### src/sv/stable_min_priority_queue_assert.svh
// ----------------------------------------------------------------------------
// Stable minimum priority queue assertion macros
// Concurrent assertion helpers. They sample on clk and are disabled while
// rst_n is low. Both macros are empty when SYNTH is defined.
// ----------------------------------------------------------------------------
`ifndef STABLE_MIN_PRIORITY_QUEUE_ASSERT_SVH
`define STABLE_MIN_PRIORITY_QUEUE_ASSERT_SVH

`ifndef SYNTH
// The consequent holds in the same cycle as the antecedent.
`define SMPQ_ASSERT_SAME(lbl, ante, cons, msg) \
    lbl: assert property (@(posedge clk) disable iff (!rst_n) (ante) |-> (cons)) \
        else $error(msg);
// The consequent holds in the cycle after the antecedent.
`define SMPQ_ASSERT_NEXT(lbl, ante, cons, msg) \
    lbl: assert property (@(posedge clk) disable iff (!rst_n) (ante) |=> (cons)) \
        else $error(msg);
`else
`define SMPQ_ASSERT_SAME(lbl, ante, cons, msg)
`define SMPQ_ASSERT_NEXT(lbl, ante, cons, msg)
`endif

`endif

### src/sv/smpq_pkg.sv
// ----------------------------------------------------------------------------
// smpq_pkg
// Shared codes and controller/datapath interface types of the queue.
// ----------------------------------------------------------------------------
`default_nettype none

package smpq_pkg;

    localparam int unsigned DATA_W = 32;

    // Request codes.
    localparam logic OP_INSERT = 1'b0;
    localparam logic OP_REMOVE = 1'b1;

    // Result status codes.
    localparam logic [1:0] ST_INSERTED  = 2'd0;
    localparam logic [1:0] ST_REMOVED   = 2'd1;
    localparam logic [1:0] ST_UNDERFLOW = 2'd2;
    localparam logic [1:0] ST_FULL      = 2'd3;

    // Commands from the controller to the datapath.
    typedef struct packed {
        logic accept;        // latch the request, set up the insert walk
        logic set_full;      // result is full and dropped
        logic set_underflow; // result is underflow
        logic shift;         // move the entry just read one place toward the tail
        logic put;           // write the new entry at the current hole
        logic pop;           // take the head entry out
        logic load_out;      // move the result into the output register
    } smpq_cmd_t;

    // Status from the datapath to the controller.
    typedef struct packed {
        logic count_zero;  // store holds no entries
        logic count_full;  // store holds CAPACITY entries
        logic last_entry;  // the entry under compare is the head entry
        logic greater;     // entry under compare has a larger priority number
    } smpq_sts_t;

endpackage

`default_nettype wire

### src/sv/smpq_dpath.sv
// ----------------------------------------------------------------------------
// smpq_dpath
// Circular entry memory, head/tail pointers, insert walk and result registers.
// ----------------------------------------------------------------------------
`default_nettype none

module smpq_dpath import smpq_pkg::*; #(
    parameter int unsigned CAPACITY = 16
) (
    input  wire logic                     clk,
    input  wire logic                     rst_n,
    input  wire smpq_cmd_t                cmd,
    output smpq_sts_t                     sts,
    input  wire logic                     op,
    input  wire logic signed [DATA_W-1:0] item_value,
    input  wire logic signed [DATA_W-1:0] item_priority,
    output logic [1:0]                    status,
    output logic signed [DATA_W-1:0]      out_value,
    output logic signed [DATA_W-1:0]      out_priority,
    output logic                          now_empty
);

    localparam int unsigned AW = $clog2(CAPACITY);
    localparam int unsigned CW = $clog2(CAPACITY + 1);
    localparam logic [AW-1:0] LAST_SLOT = AW'(CAPACITY - 1);

    function automatic logic [AW-1:0] slot_next(input logic [AW-1:0] p);
        return (p == LAST_SLOT) ? '0 : p + 1'b1;
    endfunction

    function automatic logic [AW-1:0] slot_prev(input logic [AW-1:0] p);
        return (p == '0) ? LAST_SLOT : p - 1'b1;
    endfunction

    // Each entry holds the value in the upper half and the priority below.
    logic [2*DATA_W-1:0] mem [CAPACITY];
    logic [2*DATA_W-1:0] rdata_reg;

    logic [AW-1:0] head_reg, head_next;
    logic [AW-1:0] tail_reg, tail_next;
    logic [CW-1:0] count_reg, count_next;

    logic [AW-1:0] hole_reg;   // free place of the insert walk
    logic [AW-1:0] rptr_reg;   // place whose entry is in rdata_reg
    logic [CW-1:0] remain_reg; // entries not yet compared
    logic signed [DATA_W-1:0] new_val_reg;
    logic signed [DATA_W-1:0] new_pri_reg;

    logic [1:0]               res_status_reg;
    logic signed [DATA_W-1:0] res_value_reg;
    logic signed [DATA_W-1:0] res_pri_reg;

    logic [1:0]               out_status_reg;
    logic signed [DATA_W-1:0] out_value_reg;
    logic signed [DATA_W-1:0] out_pri_reg;
    logic                     out_empty_reg;

    logic [AW-1:0]        raddr;
    logic [AW-1:0]        waddr;
    logic [2*DATA_W-1:0]  wdata;
    logic                 we;
    logic signed [DATA_W-1:0] rd_pri;

    assign rd_pri = $signed(rdata_reg[DATA_W-1:0]);

    // While idle the read port looks at the place the request will need
    // first; during a shift it fetches the next entry toward the head.
    always_comb
    begin
        if (cmd.shift)
        begin
            raddr = slot_prev(rptr_reg);
        end
        else if (op == OP_REMOVE)
        begin
            raddr = head_reg;
        end
        else
        begin
            raddr = slot_prev(tail_reg);
        end
    end

    assign we    = cmd.shift | cmd.put;
    assign waddr = hole_reg;
    assign wdata = cmd.shift ? rdata_reg : {new_val_reg, new_pri_reg};

    always_ff @(posedge clk)
    begin
        if (we)
        begin
            mem[waddr] <= wdata;
        end
        rdata_reg <= mem[raddr];
    end

    always_comb
    begin
        head_next  = head_reg;
        tail_next  = tail_reg;
        count_next = count_reg;
        if (cmd.put)
        begin
            tail_next  = slot_next(tail_reg);
            count_next = count_reg + 1'b1;
        end
        if (cmd.pop)
        begin
            head_next  = slot_next(head_reg);
            count_next = count_reg - 1'b1;
        end
    end

    always_ff @(posedge clk or negedge rst_n)
    begin
        if (!rst_n)
        begin
            head_reg  <= '0;
            tail_reg  <= '0;
            count_reg <= '0;
        end
        else
        begin
            head_reg  <= head_next;
            tail_reg  <= tail_next;
            count_reg <= count_next;
        end
    end

    always_ff @(posedge clk)
    begin
        if (cmd.accept)
        begin
            new_val_reg   <= item_value;
            new_pri_reg   <= item_priority;
            hole_reg      <= tail_reg;
            rptr_reg      <= slot_prev(tail_reg);
            remain_reg    <= count_reg;
            res_value_reg <= '0;
            res_pri_reg   <= '0;
        end
        if (cmd.shift)
        begin
            hole_reg   <= rptr_reg;
            rptr_reg   <= slot_prev(rptr_reg);
            remain_reg <= remain_reg - 1'b1;
        end
        if (cmd.set_full)
        begin
            res_status_reg <= ST_FULL;
        end
        if (cmd.set_underflow)
        begin
            res_status_reg <= ST_UNDERFLOW;
        end
        if (cmd.put)
        begin
            res_status_reg <= ST_INSERTED;
        end
        if (cmd.pop)
        begin
            res_status_reg <= ST_REMOVED;
            res_value_reg  <= $signed(rdata_reg[2*DATA_W-1:DATA_W]);
            res_pri_reg    <= rd_pri;
        end
        if (cmd.load_out)
        begin
            out_status_reg <= res_status_reg;
            out_value_reg  <= res_value_reg;
            out_pri_reg    <= res_pri_reg;
            out_empty_reg  <= (count_reg == '0);
        end
    end

    assign sts.count_zero = (count_reg == '0);
    assign sts.count_full = (count_reg == CW'(CAPACITY));
    assign sts.last_entry = (remain_reg == CW'(1));
    assign sts.greater    = (rd_pri > new_pri_reg);

    assign status       = out_status_reg;
    assign out_value    = out_value_reg;
    assign out_priority = out_pri_reg;
    assign now_empty    = out_empty_reg;

endmodule

`default_nettype wire

### src/sv/smpq_ctrl.sv
// ----------------------------------------------------------------------------
// smpq_ctrl
// Request sequencer and output valid flag of the queue.
// ----------------------------------------------------------------------------
`default_nettype none

module smpq_ctrl import smpq_pkg::*; (
    input  wire logic      clk,
    input  wire logic      rst_n,
    input  wire logic      in_valid,
    output logic           in_ready,
    input  wire logic      op,
    output logic           out_valid,
    input  wire logic      out_ready,
    input  wire smpq_sts_t sts,
    output smpq_cmd_t      cmd
);

    typedef enum logic [4:0] {
        S_IDLE    = 5'b00001,
        S_INS_CMP = 5'b00010,
        S_INS_PUT = 5'b00100,
        S_REM_CAP = 5'b01000,
        S_RESULT  = 5'b10000
    } smpq_state_t;

    smpq_state_t state_reg, state_next;
    logic        out_valid_reg, out_valid_next;
    logic        accept;
    logic        slot_free;

    assign in_ready  = (state_reg == S_IDLE);
    assign accept    = in_valid & in_ready;
    assign slot_free = ~out_valid_reg | out_ready;

    always_comb
    begin
        state_next = state_reg;
        cmd        = '0;
        cmd.accept = accept;
        unique case (state_reg)
            S_IDLE:
            begin
                if (accept)
                begin
                    if (op == OP_REMOVE)
                    begin
                        if (sts.count_zero)
                        begin
                            cmd.set_underflow = 1'b1;
                            state_next        = S_RESULT;
                        end
                        else
                        begin
                            state_next = S_REM_CAP;
                        end
                    end
                    else if (sts.count_full)
                    begin
                        cmd.set_full = 1'b1;
                        state_next   = S_RESULT;
                    end
                    else if (sts.count_zero)
                    begin
                        state_next = S_INS_PUT;
                    end
                    else
                    begin
                        state_next = S_INS_CMP;
                    end
                end
            end
            S_INS_CMP:
            begin
                if (sts.greater)
                begin
                    cmd.shift = 1'b1;
                    if (sts.last_entry)
                    begin
                        state_next = S_INS_PUT;
                    end
                end
                else
                begin
                    state_next = S_INS_PUT;
                end
            end
            S_INS_PUT:
            begin
                cmd.put    = 1'b1;
                state_next = S_RESULT;
            end
            S_REM_CAP:
            begin
                cmd.pop    = 1'b1;
                state_next = S_RESULT;
            end
            S_RESULT:
            begin
                if (slot_free)
                begin
                    cmd.load_out = 1'b1;
                    state_next   = S_IDLE;
                end
            end
            default:
            begin
                state_next = S_IDLE;
            end
        endcase
    end

    always_comb
    begin
        out_valid_next = out_valid_reg;
        if (cmd.load_out)
        begin
            out_valid_next = 1'b1;
        end
        else if (out_ready)
        begin
            out_valid_next = 1'b0;
        end
    end

    always_ff @(posedge clk or negedge rst_n)
    begin
        if (!rst_n)
        begin
            state_reg     <= S_IDLE;
            out_valid_reg <= 1'b0;
        end
        else
        begin
            state_reg     <= state_next;
            out_valid_reg <= out_valid_next;
        end
    end

    assign out_valid = out_valid_reg;

endmodule

`default_nettype wire

### src/sv/stable_min_priority_queue.sv
// ----------------------------------------------------------------------------
// stable_min_priority_queue
// Bounded priority queue that serves the smallest priority number first and
// keeps arrival order among entries of equal priority.
// ----------------------------------------------------------------------------
// Usage:
// A request transaction on the input channel (in_valid/in_ready) carries op,
// item_value and item_priority. op selects insert or remove. Every request
// yields exactly one result transaction on the output channel
// (out_valid/out_ready) with status, out_value, out_priority and now_empty.
// Entries live in a circular memory kept sorted from head to tail. A remove
// reads the head entry. An insert walks from the tail toward the head, moving
// each entry with a larger priority number one place back, one entry per
// cycle on the single read and write port, and drops the new entry in the
// hole that is left.
// A rejected request (underflow or full) goes straight to the result; a
// remove takes the head entry out, an insert into an empty store writes it
// at once, and any other insert moves entries back until it meets one that
// is not larger or has moved them all (at most CAPACITY - 1 entries). One
// request is in work at a time: a new request is taken only once the
// result of the last one has been loaded into the output register.
// Reset clears the entry count and the pointers; the store is empty and no
// result is pending. When the receiver stalls, the result waits in the output
// register and the sequencer holds the next result until that slot frees.
// ----------------------------------------------------------------------------
`default_nettype none

`include "stable_min_priority_queue_assert.svh"

module stable_min_priority_queue import smpq_pkg::*; #(
    parameter int unsigned CAPACITY = 16
) (
    input  wire logic                     clk,
    input  wire logic                     rst_n,
    input  wire logic                     in_valid,
    output logic                          in_ready,
    input  wire logic                     op,
    input  wire logic signed [DATA_W-1:0] item_value,
    input  wire logic signed [DATA_W-1:0] item_priority,
    output logic                          out_valid,
    input  wire logic                     out_ready,
    output logic [1:0]                    status,
    output logic signed [DATA_W-1:0]      out_value,
    output logic signed [DATA_W-1:0]      out_priority,
    output logic                          now_empty
);

    smpq_cmd_t cmd;
    smpq_sts_t sts;

    // The sequencer decides what happens each cycle; the datapath owns the
    // memory, the pointers and every payload register.
    smpq_ctrl u_ctrl (
        .clk       (clk),
        .rst_n     (rst_n),
        .in_valid  (in_valid),
        .in_ready  (in_ready),
        .op        (op),
        .out_valid (out_valid),
        .out_ready (out_ready),
        .sts       (sts),
        .cmd       (cmd)
    );

    smpq_dpath #(
        .CAPACITY (CAPACITY)
    ) u_dpath (
        .clk           (clk),
        .rst_n         (rst_n),
        .cmd           (cmd),
        .sts           (sts),
        .op            (op),
        .item_value    (item_value),
        .item_priority (item_priority),
        .status        (status),
        .out_value     (out_value),
        .out_priority  (out_priority),
        .now_empty     (now_empty)
    );

    // A request is worked on alone: the port closes right after it is taken.
    `SMPQ_ASSERT_NEXT(a_busy_after_accept, in_valid && in_ready, !in_ready, "accepted while busy")
    // A successful insert always leaves at least one entry behind.
    `SMPQ_ASSERT_SAME(a_insert_not_empty, out_valid && status == ST_INSERTED, !now_empty, "insert reported empty")
    // An underflow only happens on an empty store and returns zero payload.
    `SMPQ_ASSERT_SAME(a_underflow_zero, out_valid && status == ST_UNDERFLOW, now_empty && out_value == 0 && out_priority == 0, "bad underflow result")
    // A full store cannot also be empty.
    `SMPQ_ASSERT_SAME(a_full_not_empty, sts.count_full, !sts.count_zero, "count full and zero")

endmodule

`default_nettype wire

### config.mk
export PLATFORM = sky130hd
export DESIGN_NAME = stable_min_priority_queue
export DESIGN_NICKNAME = d
export VERILOG_FILES = /design/src/sv/smpq_pkg.sv /design/src/sv/smpq_dpath.sv /design/src/sv/smpq_ctrl.sv /design/src/sv/stable_min_priority_queue.sv
export VERILOG_INCLUDE_DIRS = /design/src /design/src/sv
export SDC_FILE = /design/constraint.sdc
export NUM_CORES = 1
export LEC_CHECK = 0
export ABC_CLOCK_PERIOD_IN_PS = 16950
export CAP_MARGIN = 20
export CELL_PAD_IN_SITES_DETAIL_PLACEMENT = 0
export CELL_PAD_IN_SITES_GLOBAL_PLACEMENT = 1
export CORE_UTILIZATION = 29
export CTS_CLUSTER_SIZE = 16
export DETAILED_ROUTE_END_ITERATION = 10
export DONT_BUFFER_PORTS = 1
export PLACE_DENSITY = 0.5
export SLEW_MARGIN = 0
export SYNTH_ARGS = -nofsm -noshare
export SYNTH_HDL_FRONTEND = slang
export SYNTH_HIERARCHICAL = 1
export SYNTH_SLANG_ARGS = --single-unit
### constraint.sdc
create_clock -name clk -period 16.95 [get_ports clk]
set_input_delay 3.39 -clock clk [delete_from_list [all_inputs] [get_ports clk]]
set_output_delay 3.39 -clock clk [all_outputs]
set_load 0.005 [all_outputs]
# After elaboration in Yosys (flattened, before gate mapping)
# Memories as Yosys holds them, arrays and structs flattened. A register that Yosys moved wholly into a read port is not among the register bits.
# Cells that the tools add are included.
# totals
register_bits	229
ram_bits	1024
out_inout_bits	69
elab_cells	101
n_memories	1
# op_classes
add_sub_neg	7
magnitude_cmp	1
n_eq_ne	12
n_mux	46
bitwise	4
n_reduce_logical	12
# memory_table
memory	words	word_bits	read_ports	rd_ports_with_merged_regs	wr	line	text
u_dpath.mem	16	64	1	1	1	smpq_dpath.sv:36	logic [2*DATA_W-1:0] mem [CAPACITY];
# op_table
cell	n
$mux 32	3
$mux 64	1
$mux 5	11
$mux 4	10
$gt 32x32->1	1
$pmux 5 s4	1
$mux 1	15
$eq 5x1->1 const B	2
$eq 5x5->1 const B	2
$reduce_bool 2->1	5
$sub 5x1->5 const B	2
$add 4x1->4 const B	2
$eq 4x4->1 const B	2
$logic_not 4->1	2
$mux 2	4
$sub 4x1->4 const B	2
$add 5x1->5 const B	1
$eq 5x2->1 const B	1
$eq 5x3->1 const B	1
$eq 5x4->1 const B	1
$logic_not 5->1	1
$reduce_or 2->1	2
$mux 3	1
$ne 3x3->1 const B	1
other kinds (7)	8

# Longest topological paths before layout
# Gate-level depths: netlist (run 1).
# depth
word_depth	8
depth_mapped	19
mapped_depth_nobuf	15

# Modules after synthesis
# Netlist (run 1), hierarchy kept.
# modules_own_cells
module	instances	cells_per_inst	area_per_inst_um2	seq_area_each_um2
smpq_dpath	1	3851	51550.7	38642.1
smpq_ctrl	1	54	484.2	151.4

# Worst setup path after synthesis (run 1)
# OpenSTA, ideal clock, no wires.
# synth_timing
kind	reg-to-reg
startpoint	reg u_dpath.new_pri_reg[17]
endpoint	mem u_dpath/mem[3][0] in the netlist's numbering, enable pin
setup_ns	0.564
arrival_ns	7.086
required_time_ns	16.386
slack_ns	9.300
stages_incl_launch_ff	14
path_buffers	2
path_cell_list	edfxtp_1 > inv_1 > ha_1 > a21o_1 > a221o_1 > a221oi_1 > o211ai_1 > nor2_1 > mux2i_1 > and3_1 > buf_4 > clkbuf_1 > o211ai_1 > nor3_1
# synth_rtl
element	line	text
from (decl)	smpq_dpath.sv:47	logic signed [DATA_W-1:0] new_pri_reg;
from (signal assigned)	smpq_dpath.sv:135	new_pri_reg <= item_priority;
to (decl)	smpq_dpath.sv:36	

==> results.py, run 1 <==
metrics = {
    "run_status": {
        "status": "complete, no violations",
    },
    "die": {
        "fp.coreArea_um2": 178400,
        "die-area_um2": 181100,
        "die_x_um": 425.6,
        "die_height_um": 425.6,
        "rows": 155,
        "ios": 138,
        "start_util_pct": 29.16,
    },
    "logic_synthesis": {
        "synth_edf_count": 1232,
        "yosysWarnings": 6,
        "synth_nets": 4017,
        "async_flop_share_pct": 1.443,
        "syn_inst": 3905,
        "ys.flop_type": "edfxtp_1",
        "syn_area_um2": 52030,
        "yosysTopAreaCell": "edfxtp_1",
        "ys_ff_latch": 1317,
        "synth.top_cell.area_share_pct": 71.10,
        "synth_cell_type_count": 71,
        "synth.avg_cell_area_um2": 13.33,
        "synth_area_leaders": "edfxtp_1, nand3_1, nand2_1",
        "ys_seq_area_share_pct": 74.55,
    },
    "sta": {
        "hold_viol": 0,
        "finalClockSkew_ns": 0.02406,
        "setup_viol": 0,
        "tightest_slew_ns": 1.087,
        "hold_slack_ns": 0.4158,
        "slew_viol_final": 0,
        "period_share_pct": 46.54,
        "rsz0062_at_grt": "no",
        "finalSetupTns_ns": 0,
        "relSlewSlack_pct": 27.54,
        "fin_crit_ns": 7.889,
        "fmax_mhz": 126.8,
    },
    "critical_path": {
        "path_max_fanout": 164,
        "worstPathCellList": "ha_1 > nand4_1 > nor4_1 > nand4_1 > a31oi_1 > nor2_1 > mux2i_1 > and3_4 > buf_4 > buf_4 > o31a_2 > buf_12 > buf_4 > nand2_1 > nand3_1 > a21oi_1 > nor4_2",
        "cp.required_ns": 17.54,
        "critPathLaunchType": "register",
        "slowest_stage": "buf_4",
        "cp-end-kind": "register",
        "timing.rr.start": "u_dpath/rdata_reg[26]",
        "arrival_ns": 8.48,
        "worstSetupPathType": "reg2reg",
        "startpoint": "u_dpath/rdata_reg[26]",
        "cpMostUsedCell": "buf_4",
        "critPathMaxStageDelay_ns": 0.90,
    },
    "placement": {
        "place.gp.congestion": 0.7224,
        "port_buffers": 0,
        "post-dp-hpwl_um": 78850,
    },
    "cells_and_area": {
        "nets": 4017,
        "regArea_um2": 38790,
        "fill_cells": 17510,
        "largest_register_ffs": 1024,
        "drive_gt1_share_pct": 11.53,
        "synthToLayoutAreaGrowth_pct": 14.74,
        "antenna_cells": 0,
        "multi_input_area_um2": 12030,
    },
    "grt": {
        "grt_pass1_vias": 31010,
        "grt_overflow_total": 0,
        "grt_antenna_before_repair": 11,
        "grt_usage_pct": 17.11,
        "grt_pass1_wl_um": 225500,
        "grt_max_degree": 183,
    },
    "clock_network": {
        "htreeDepth": 4,
        "clock_sinks": 1317,
        "cts_buffers": 147,
        "clock_latency_ns": 0.78,
        "cts_setup_buffers": 0,
        "cts_buffer_depth": 3,
        "path_clk_slew_ns": 0.06,
        "cts_tree": "yes",
        "ctsHoldBuffers": 0,
        "ctsResizeCount": 0,
        "root_buffer": "clkbuf_16",
    },
    "detailed_routing": {
        "dr.first_iter.drc_count": 2339,
        "post_drt_wl_per_cell_um": 24.42,
        "route.detailed.drc": 0,
        "vias_per_cell": 4.868,
        "wirelength_um": 155800,
        "drtPass1Iterations": 8,
        "vias": 31050,
        "antenna_left": 0,
    },
    "run": {
        "maxCapViolations": 0,
    },
    "pwr": {
        "vdd_drop_max_mv": 0.3155,
        "p_leak_nw": 19.91,
        "p_per_area_nw_per_um2": 175.1,
    },
    "worst_hold_path": {
        "min-delay-start": "u_dpath/res_pri_reg[17]",
        "hp-class": "reg2reg",
    },
}
worst paths after layout:
| path | end | slack [ns] | cells past startpoint |
|---|---|---|---|
| setup reg to reg | u_dpath/rdata_reg[15] | 9.06 | 17 |
| setup / recovery | u_dpath/rdata_reg[15] | 9.06 | 17 |
| hold / removal | u_dpath/out_priority[17] | 0.42 | 0 |
| hold reg to reg | u_dpath/out_priority[17] | 0.42 | 0 |
| min in group asynchronous | u_ctrl/state_reg[3] | 2.30 | 0 |
| max in group asynchronous | u_ctrl/state_reg[0] | 14.47 | 0 |
routing by layer:
layer	track usage (%)	share of wire [%]	up-vias
met4	4.418	1.8	6
met3	2.420	3.9	168
met2	27.35	47	633
met5	0	0.023	-
li1	-	-	14290
met1	24.26	48	15950
layout by cell type (no fill, tap or decap), types with 18 or more instances in the layout:
master | netlist | layout
a21oi_1 | 277 | 277
and2_1 | 65 | 65
buf_4 | 19 | 94
clkbuf_1 | 128 | 33
clkbuf_16 | 0 | 155
clkbuf_8 | 0 | 19
clkinv_2 | 1 | 24
dfrtp_1 | 18 | 18
dfxtp_1 | 66 | 66
edfxtp_1 | 1232 | 1232
ha_1 | 42 | 42
inv_1 | 50 | 49
mux2_2 | 35 | 35
nand2_1 | 831 | 829
nand3_1 | 644 | 643
nor2_1 | 43 | 31
nor4_2 | 64 | 64
o21ai_0 | 172 | 171
cells by family after synthesis:
kind of cell	count (synthesis)	synth area share (%)
compound gates	500	5.201
xor+xnor	10	0.1683
fa+ha+maj	43	1.048
buf+inv	300	2.734
flops	1317	74.55
mux	39	0.8344
simple gates	1696	15.46
power breakdown:
group	total [mW]	switching [mW]	internal, mW
Clock	3.26	1.30	1.96
Sequential	4.27	0.186	4.09
Combinational	2.93	2.13	0.795
Total	10.5	3.61	6.84
synthesized netlist by cell type (15+ instances only):
cell type / number
ha_1: 42
buf_2: 69
o21ai_0: 172
buf_6: 16
buf_1: 15
a21oi_1: 277
clkbuf_1: 128
edfxtp_1: 1232
mux2_2: 35
nor2_1: 43
nand2_1: 831
and2_1: 65
inv_1: 50
nor4_2: 64
dfxtp_1: 66
dfrtp_1: 18
buf_4: 19
nand3_1: 644
final cells by class:
type	count	share of cell area, %
clock inverters	61	1.102
repair buffers	100	1.358
inverters	51	0.3269
multi-input cells	2288	20.16
flip-flops and latches	1317	64.98
clock buffers	207	7.142
well taps	2355	4.935
per-stage QoR:
| step | area (um^2) | total power [mW] | utilization (%) | setup slack, ns | std cells |
|---|---|---|---|---|---|
| 2_1_floorplan | 52030 | 6.210 | - | 9.300 | 3905 |
| 3_3_place_gp | 54740 | 7.320 | 30.68 | 9.180 | 6107 |
| 3_5_place_dp | 54770 | 7.323 | 30.70 | 9.064 | 6109 |
| 4_1_cts | 59690 | 10.62 | 33.45 | 9.028 | 6377 |
| 5_1_grt | 59700 | 11.02 | 33.46 | 8.700 | 6379 |
| 6_report | 59700 | 10.46 | 33.46 | 9.061 | 6379 |
critical path, delay by kind of cell (launching register included):
family	cells	cell delay (ns)
buf+inv	4	2.91
simple gates	8	2.73
compound gates	3	0.83
flops	1	0.38
fa+ha+maj	1	0.33
mux	1	0.20
Power figures use the tool's default switching activity.
==> run 2, diff against run 1 <==
- ABC_CLOCK_PERIOD_IN_PS: 16950 -> 6400
- PLACE_DENSITY: 0.5 -> 0.51
- clock period: 16.95 -> 6.4 ns (I/O delays scaled with it)
==> results.py, run 2 (same netlist as run 1, synthesis figures left out) <==
metrics = {
    "cells_and_area": {
        "layout_commonest_cell": "edfxtp_1",
        "drive_gt1_share_pct": 11.69,
        "synthToLayoutAreaGrowth_pct": 15.45,
        "antenna_cells": 0,
        "largest_register_ffs": 1024,
        "final_cell_mix": "edfxtp_1, nand2_1, nand3_1",
        "fin_area_um2": 60080,
        "nets": 4036,
        "finalNonFillerCells": 6401,
    },
    "clock_network": {
        "root_buffer": "clkbuf_16",
        "ctsResizeCount": 0,
        "ctsHoldBuffers": 0,
        "clock_latency_ns": 0.79,
        "path_clk_slew_ns": 0.07,
        "cts_tree": "yes",
        "clock_sinks": 1317,
        "htreeDepth": 4,
        "cts_buffer_depth": 3,
        "cts_buffers": 146,
        "cts_setup_buffers": 0,
    },
    "grt": {
        "grt_antenna_before_repair": 5,
        "grt_pass1_vias": 30550,
        "grt_pass1_wl_um": 222100,
        "grt_overflow_total": 0,
        "grt_usage_pct": 16.87,
        "grt_max_degree": 129,
    },
    "pwr": {
        "vdd_drop_max_mv": 0.3107,
        "p_total_mw": 27.67,
        "p_per_area_nw_per_um2": 460.5,
        "p_leak_nw": 20.02,
    },
    "placement": {
        "port_buffers": 0,
        "dp_slack_ns": 0.6637,
        "place.gp.congestion": 0.7261,
        "dp.cells": 6131,
        "post-dp-hpwl_um": 79990,
        "dpl_cell_area_um2": 55310,
    },
    "die": {
        "die_height_um": 425.6,
        "start_util_pct": 29.16,
        "fp.coreArea_um2": 178400,
        "rows": 155,
        "die-area_um2": 181100,
        "die_x_um": 425.6,
        "ios": 138,
    },
    "worst_hold_path": {
        "hp-class": "in2async",
    },
    "critical_path": {
        "path_max_fanout": 36,
        "cp-end-kind": "register",
        "worstSetupPathType": "reg2reg",
        "critPathLaunchType": "register",
        "cp.required_ns": 7.02,
        "timing.rr.start": "u_dpath/new_pri_reg[31]",
        "arrival_ns": 6.24,
        "startpoint": "u_dpath/new_pri_reg[31]",
    },
    "sta": {
        "finalSetupTns_ns": 0,
        "fmax_mhz": 178.0,
        "period_share_pct": 87.76,
        "setup_viol": 0,
        "finalClockSkew_ns": 0.03661,
        "relSlewSlack_pct": 24.86,
        "worst_slack_ns": 0.7831,
        "hold_viol": 0,
        "tightest_slew_ns": 1.118,
        "slew_viol_final": 0,
        "rsz0062_at_grt": "no",
        "fin_crit_ns": 5.617,
    },
    "detailed_routing": {
        "drtPass1Iterations": 7,
        "route.detailed.drc": 0,
        "wirelength_um": 154100,
        "antenna_left": 0,
        "vias": 31170,
        "vias_per_cell": 4.870,
        "post_drt_wl_per_cell_um": 24.07,
        "dr.first_iter.drc_count": 2346,
    },
    "run": {
        "maxCapViolations": 0,
    },
    "run_status": {
        "status": "complete, no violations",
    },
}
[run 2: final timing paths]
path	to	slack [ns]	cells after the start
max	u_dpath/rdata_reg[5]	0.78	16
min	u_dpath/head_reg[3]	0.18	0
max reg2reg	u_dpath/rdata_reg[5]	0.78	16
min reg2reg	u_dpath/out_value[3]	0.41	0
max in group asynchronous	u_ctrl/state_reg[0]	6.04	0
min in group clk	u_dpath/out_value[3]	0.41	0
[run 2: per-stage QoR]
stage               hold slack [ns]  util [%]
floorplan                    0.4003         -
global placement             0.4027     31.00
detailed placement           0.4045     31.00
CTS                          0.1070     33.67
global route                 0.1318     33.67
finish                       0.1753     33.67
[run 2: critical path: stages (launching register included)]
cell      delay (ns)
edfxtp_1        0.32
inv_1           0.07
ha_1            0.48
nand4_1         0.24
nor4_1          0.62
nand4_1         0.36
a31oi_1         0.24
nor2_1          0.08
mux2i_1         0.16
and3_4          0.35
inv_1           0.28
o211ai_1        0.29
and2_1          0.30
a21bo_4         0.86
buf_12          0.30
a21oi_1         0.07
nor4_2          0.39
[run 2: per-layer routing]
| metal | part of all wire, % | wire (um) | vias up | GRT usage, % |
|---|---|---|---|---|
| met3 | 4.1 | 6355 | 172 | 2.398 |
| met4 | 2.1 | 3235 | 2 | 4.814 |
| li1 | - | - | 14350 | - |
| met2 | 47 | 73090 | 735 | 27.17 |
| met1 | 46 | 71410 | 15920 | 23.58 |
| met5 | 0.0052 | 8 | - | 0 |
[run 2: where the power goes]
group / internal, mW / switching (mW) / total [mW] / leakage (nW)
combinational: 2.30 / 5.60 / 7.90 / 5.74
clock: 4.91 / 3.46 / 8.37 / 2.32
sequential: 10.8 / 0.568 / 11.4 / 12.0
total: 18.0 / 9.63 / 27.7 / 20.0
[run 2: final cells by class]
type,count,area (um^2)
Clock buffer,207,4129
Clock inverter,63,635.6
Fill cell,17500,118300
Inverter,51,195.2
Multi-Input combinational cell,2288,12050
Sequential cell,1317,38790
Tap cell,2355,2947
Timing Repair Buffer,120,1326
==> run 3, diff against run 2 <==
- CTS_BUF_LIST: not set -> sky130_fd_sc_hd__clkbuf_16
==> results.py, run 3 (same netlist as run 1, synthesis figures left out) <==
metrics = {
    "worst_hold_path": {
        "hp-class": "in2async",
    },
    "detailed_routing": {
        "dr.first_iter.drc_count": 2258,
        "post_drt_wl_per_cell_um": 24.04,
        "route.detailed.drc": 0,
        "wirelength_um": 154000,
        "drtPass1Iterations": 5,
        "vias_per_cell": 4.870,
        "antenna_left": 0,
        "vias": 31190,
    },
    "clock_network": {
        "root_buffer": "clkbuf_16",
        "cts_buffer_depth": 3,
        "clock_sinks": 1317,
        "path_clk_slew_ns": 0.07,
        "cts_setup_buffers": 0,
        "ctsHoldBuffers": 0,
        "cts_buffers": 146,
        "cts_tree": "yes",
        "ctsResizeCount": 0,
        "htreeDepth": 4,
        "clock_latency_ns": 0.79,
    },
    "grt": {
        "grt_overflow_total": 0,
        "grt_usage_pct": 16.87,
        "grt_pass1_wl_um": 222100,
        "grt_antenna_before_repair": 5,
        "grt_max_degree": 129,
        "grt_pass1_vias": 30550,
    },
    "run_status": {
        "status": "complete, no violations",
    },
    "critical_path": {
        "critPathMaxStageDelay_ns": 0.85,
        "worstPathCellList": "inv_1 > ha_1 > nand4_1 > nor4_1 > nand4_1 > a31oi_1 > nor2_1 > mux2i_1 > and3_4 > inv_1 > o211ai_1 > and2_1 > a21bo_4 > buf_12 > a21oi_1 > nor4_2",
        "timing.rr.start": "u_dpath/new_pri_reg[31]",
        "rr_endpoint": "u_dpath/rdata_reg[5]",
        "cp.required_ns": 7.02,
        "path_max_fanout": 36,
        "critPathLaunchType": "register",
        "arrival_ns": 6.25,
        "slowest_stage": "a21bo_4",
        "r2r_setup_slack_ns": 0.77,
        "cp-end-kind": "register",
        "reg2reg_depth": 16,
        "worstSetupPathType": "reg2reg",
    },
    "cells_and_area": {
        "multi_input_area_um2": 12050,
        "largest_register_ffs": 1024,
        "synthToLayoutAreaGrowth_pct": 15.20,
        "regArea_um2": 38790,
        "fill_cells": 17530,
        "final_cell_mix": "edfxtp_1, nand2_1, nand3_1",
        "nets": 4036,
        "layout_commonest_cell": "edfxtp_1",
        "drive_gt1_share_pct": 11.34,
    },
    "placement": {
        "post-dp-hpwl_um": 79990,
        "port_buffers": 0,
        "dp_slack_ns": 0.6637,
        "place.gp.congestion": 0.7261,
    },
    "sta": {
        "rsz0062_at_grt": "no",
        "hold_viol": 0,
        "fin_crit_ns": 5.632,
        "finalClockSkew_ns": 0.03469,
        "finalSetupTns_ns": 0,
        "tightest_slew_ns": 1.144,
        "slew_viol_final": 0,
        "period_share_pct": 88.01,
        "worst_slack_ns": 0.7675,
        "setup_viol": 0,
        "relSlewSlack_pct": 23.08,
        "fmax_mhz": 177.5,
    },
    "run": {
        "maxCapViolations": 0,
    },
    "pwr": {
        "p_per_area_nw_per_um2": 457.4,
        "vdd_drop_max_mv": 0.3090,
        "p_leak_nw": 20.11,
    },
    "die": {
        "fp.coreArea_um2": 178400,
        "die_height_um": 425.6,
        "die_x_um": 425.6,
        "die-area_um2": 181100,
        "rows": 155,
        "start_util_pct": 29.16,
        "ios": 138,
    },
}
run 3: cell count changes in the layout (fill, tap and decap cells not counted), sizes merged:
cell,delta
clkbuf,-56
clkinv,+14
diode,+4
inv,+42
run 3: routing by layer:
| metal | vias up | share of wire (%) | GRT usage, % |
|---|---|---|---|
| met5 | - | 0.0052 | 0 |
| met4 | 2 | 2.1 | 4.814 |
| met3 | 174 | 4.2 | 2.402 |
| met2 | 735 | 47 | 27.16 |
| met1 | 15930 | 46 | 23.57 |
| li1 | 14350 | - | - |
run 3: worst max-delay path by stage:
stage | from | endpoint | cells after the start
after floorplan | u_dpath/new_pri_reg[17] | u_dpath/mem[15][0] | 13
after CTS | u_dpath/new_pri_reg[31] | u_dpath/rdata_reg[5] | 16
after global routing | u_dpath/new_pri_reg[31] | u_dpath/rdata_reg[5] | 16
after global placement | u_dpath/new_pri_reg[31] | u_dpath/rdata_reg[5] | 16
final | u_dpath/new_pri_reg[31] | u_dpath/rdata_reg[5] | 16
after detailed placement | u_dpath/new_pri_reg[31] | u_dpath/rdata_reg[5] | 16
run 3: final cells by class:
class                           instances  share of cell area (%)
Sequential cell                      1317                   64.71
Clock buffer                          151                   6.303
Timing Repair Buffer                  120                   2.212
Inverter                               51                  0.3256
Clock inverter                        119                   1.411
Antenna cell                            4                 0.01670
Tap cell                             2355                   4.915
Multi-Input combinational cell       2288                   20.10
run 3: per-stage QoR:
stage	area, um^2	power [mW]	std cells	hold slack (ns)	utilization [%]
final	59950	27.42	6405	0.1767	33.60
after global routing	59940	28.91	6401	0.1318	33.59
after CTS	59940	27.89	6401	0.1067	33.59
after detailed placement	55310	19.66	6131	0.4045	31.00
after global placement	55310	19.66	6131	0.4027	31.00
after floorplan	52050	16.45	3905	0.4003	-
run 3: critical path: cells and delay by family (launching register included):
kind / cells / cell delay (ns)
adders and majority gates: 1 / 0.48
buffers and inverters: 3 / 0.66
AOI/OAI and AO/OA: 4 / 1.45
DFF: 1 / 0.32
muxes: 1 / 0.16
and+or+nand+nor: 7 / 2.36
run 3: power by group:
part / internal (mW) / switching [mW]
logic: 2.30 / 5.59
clock network: 4.68 / 3.46
registers: 10.8 / 0.565
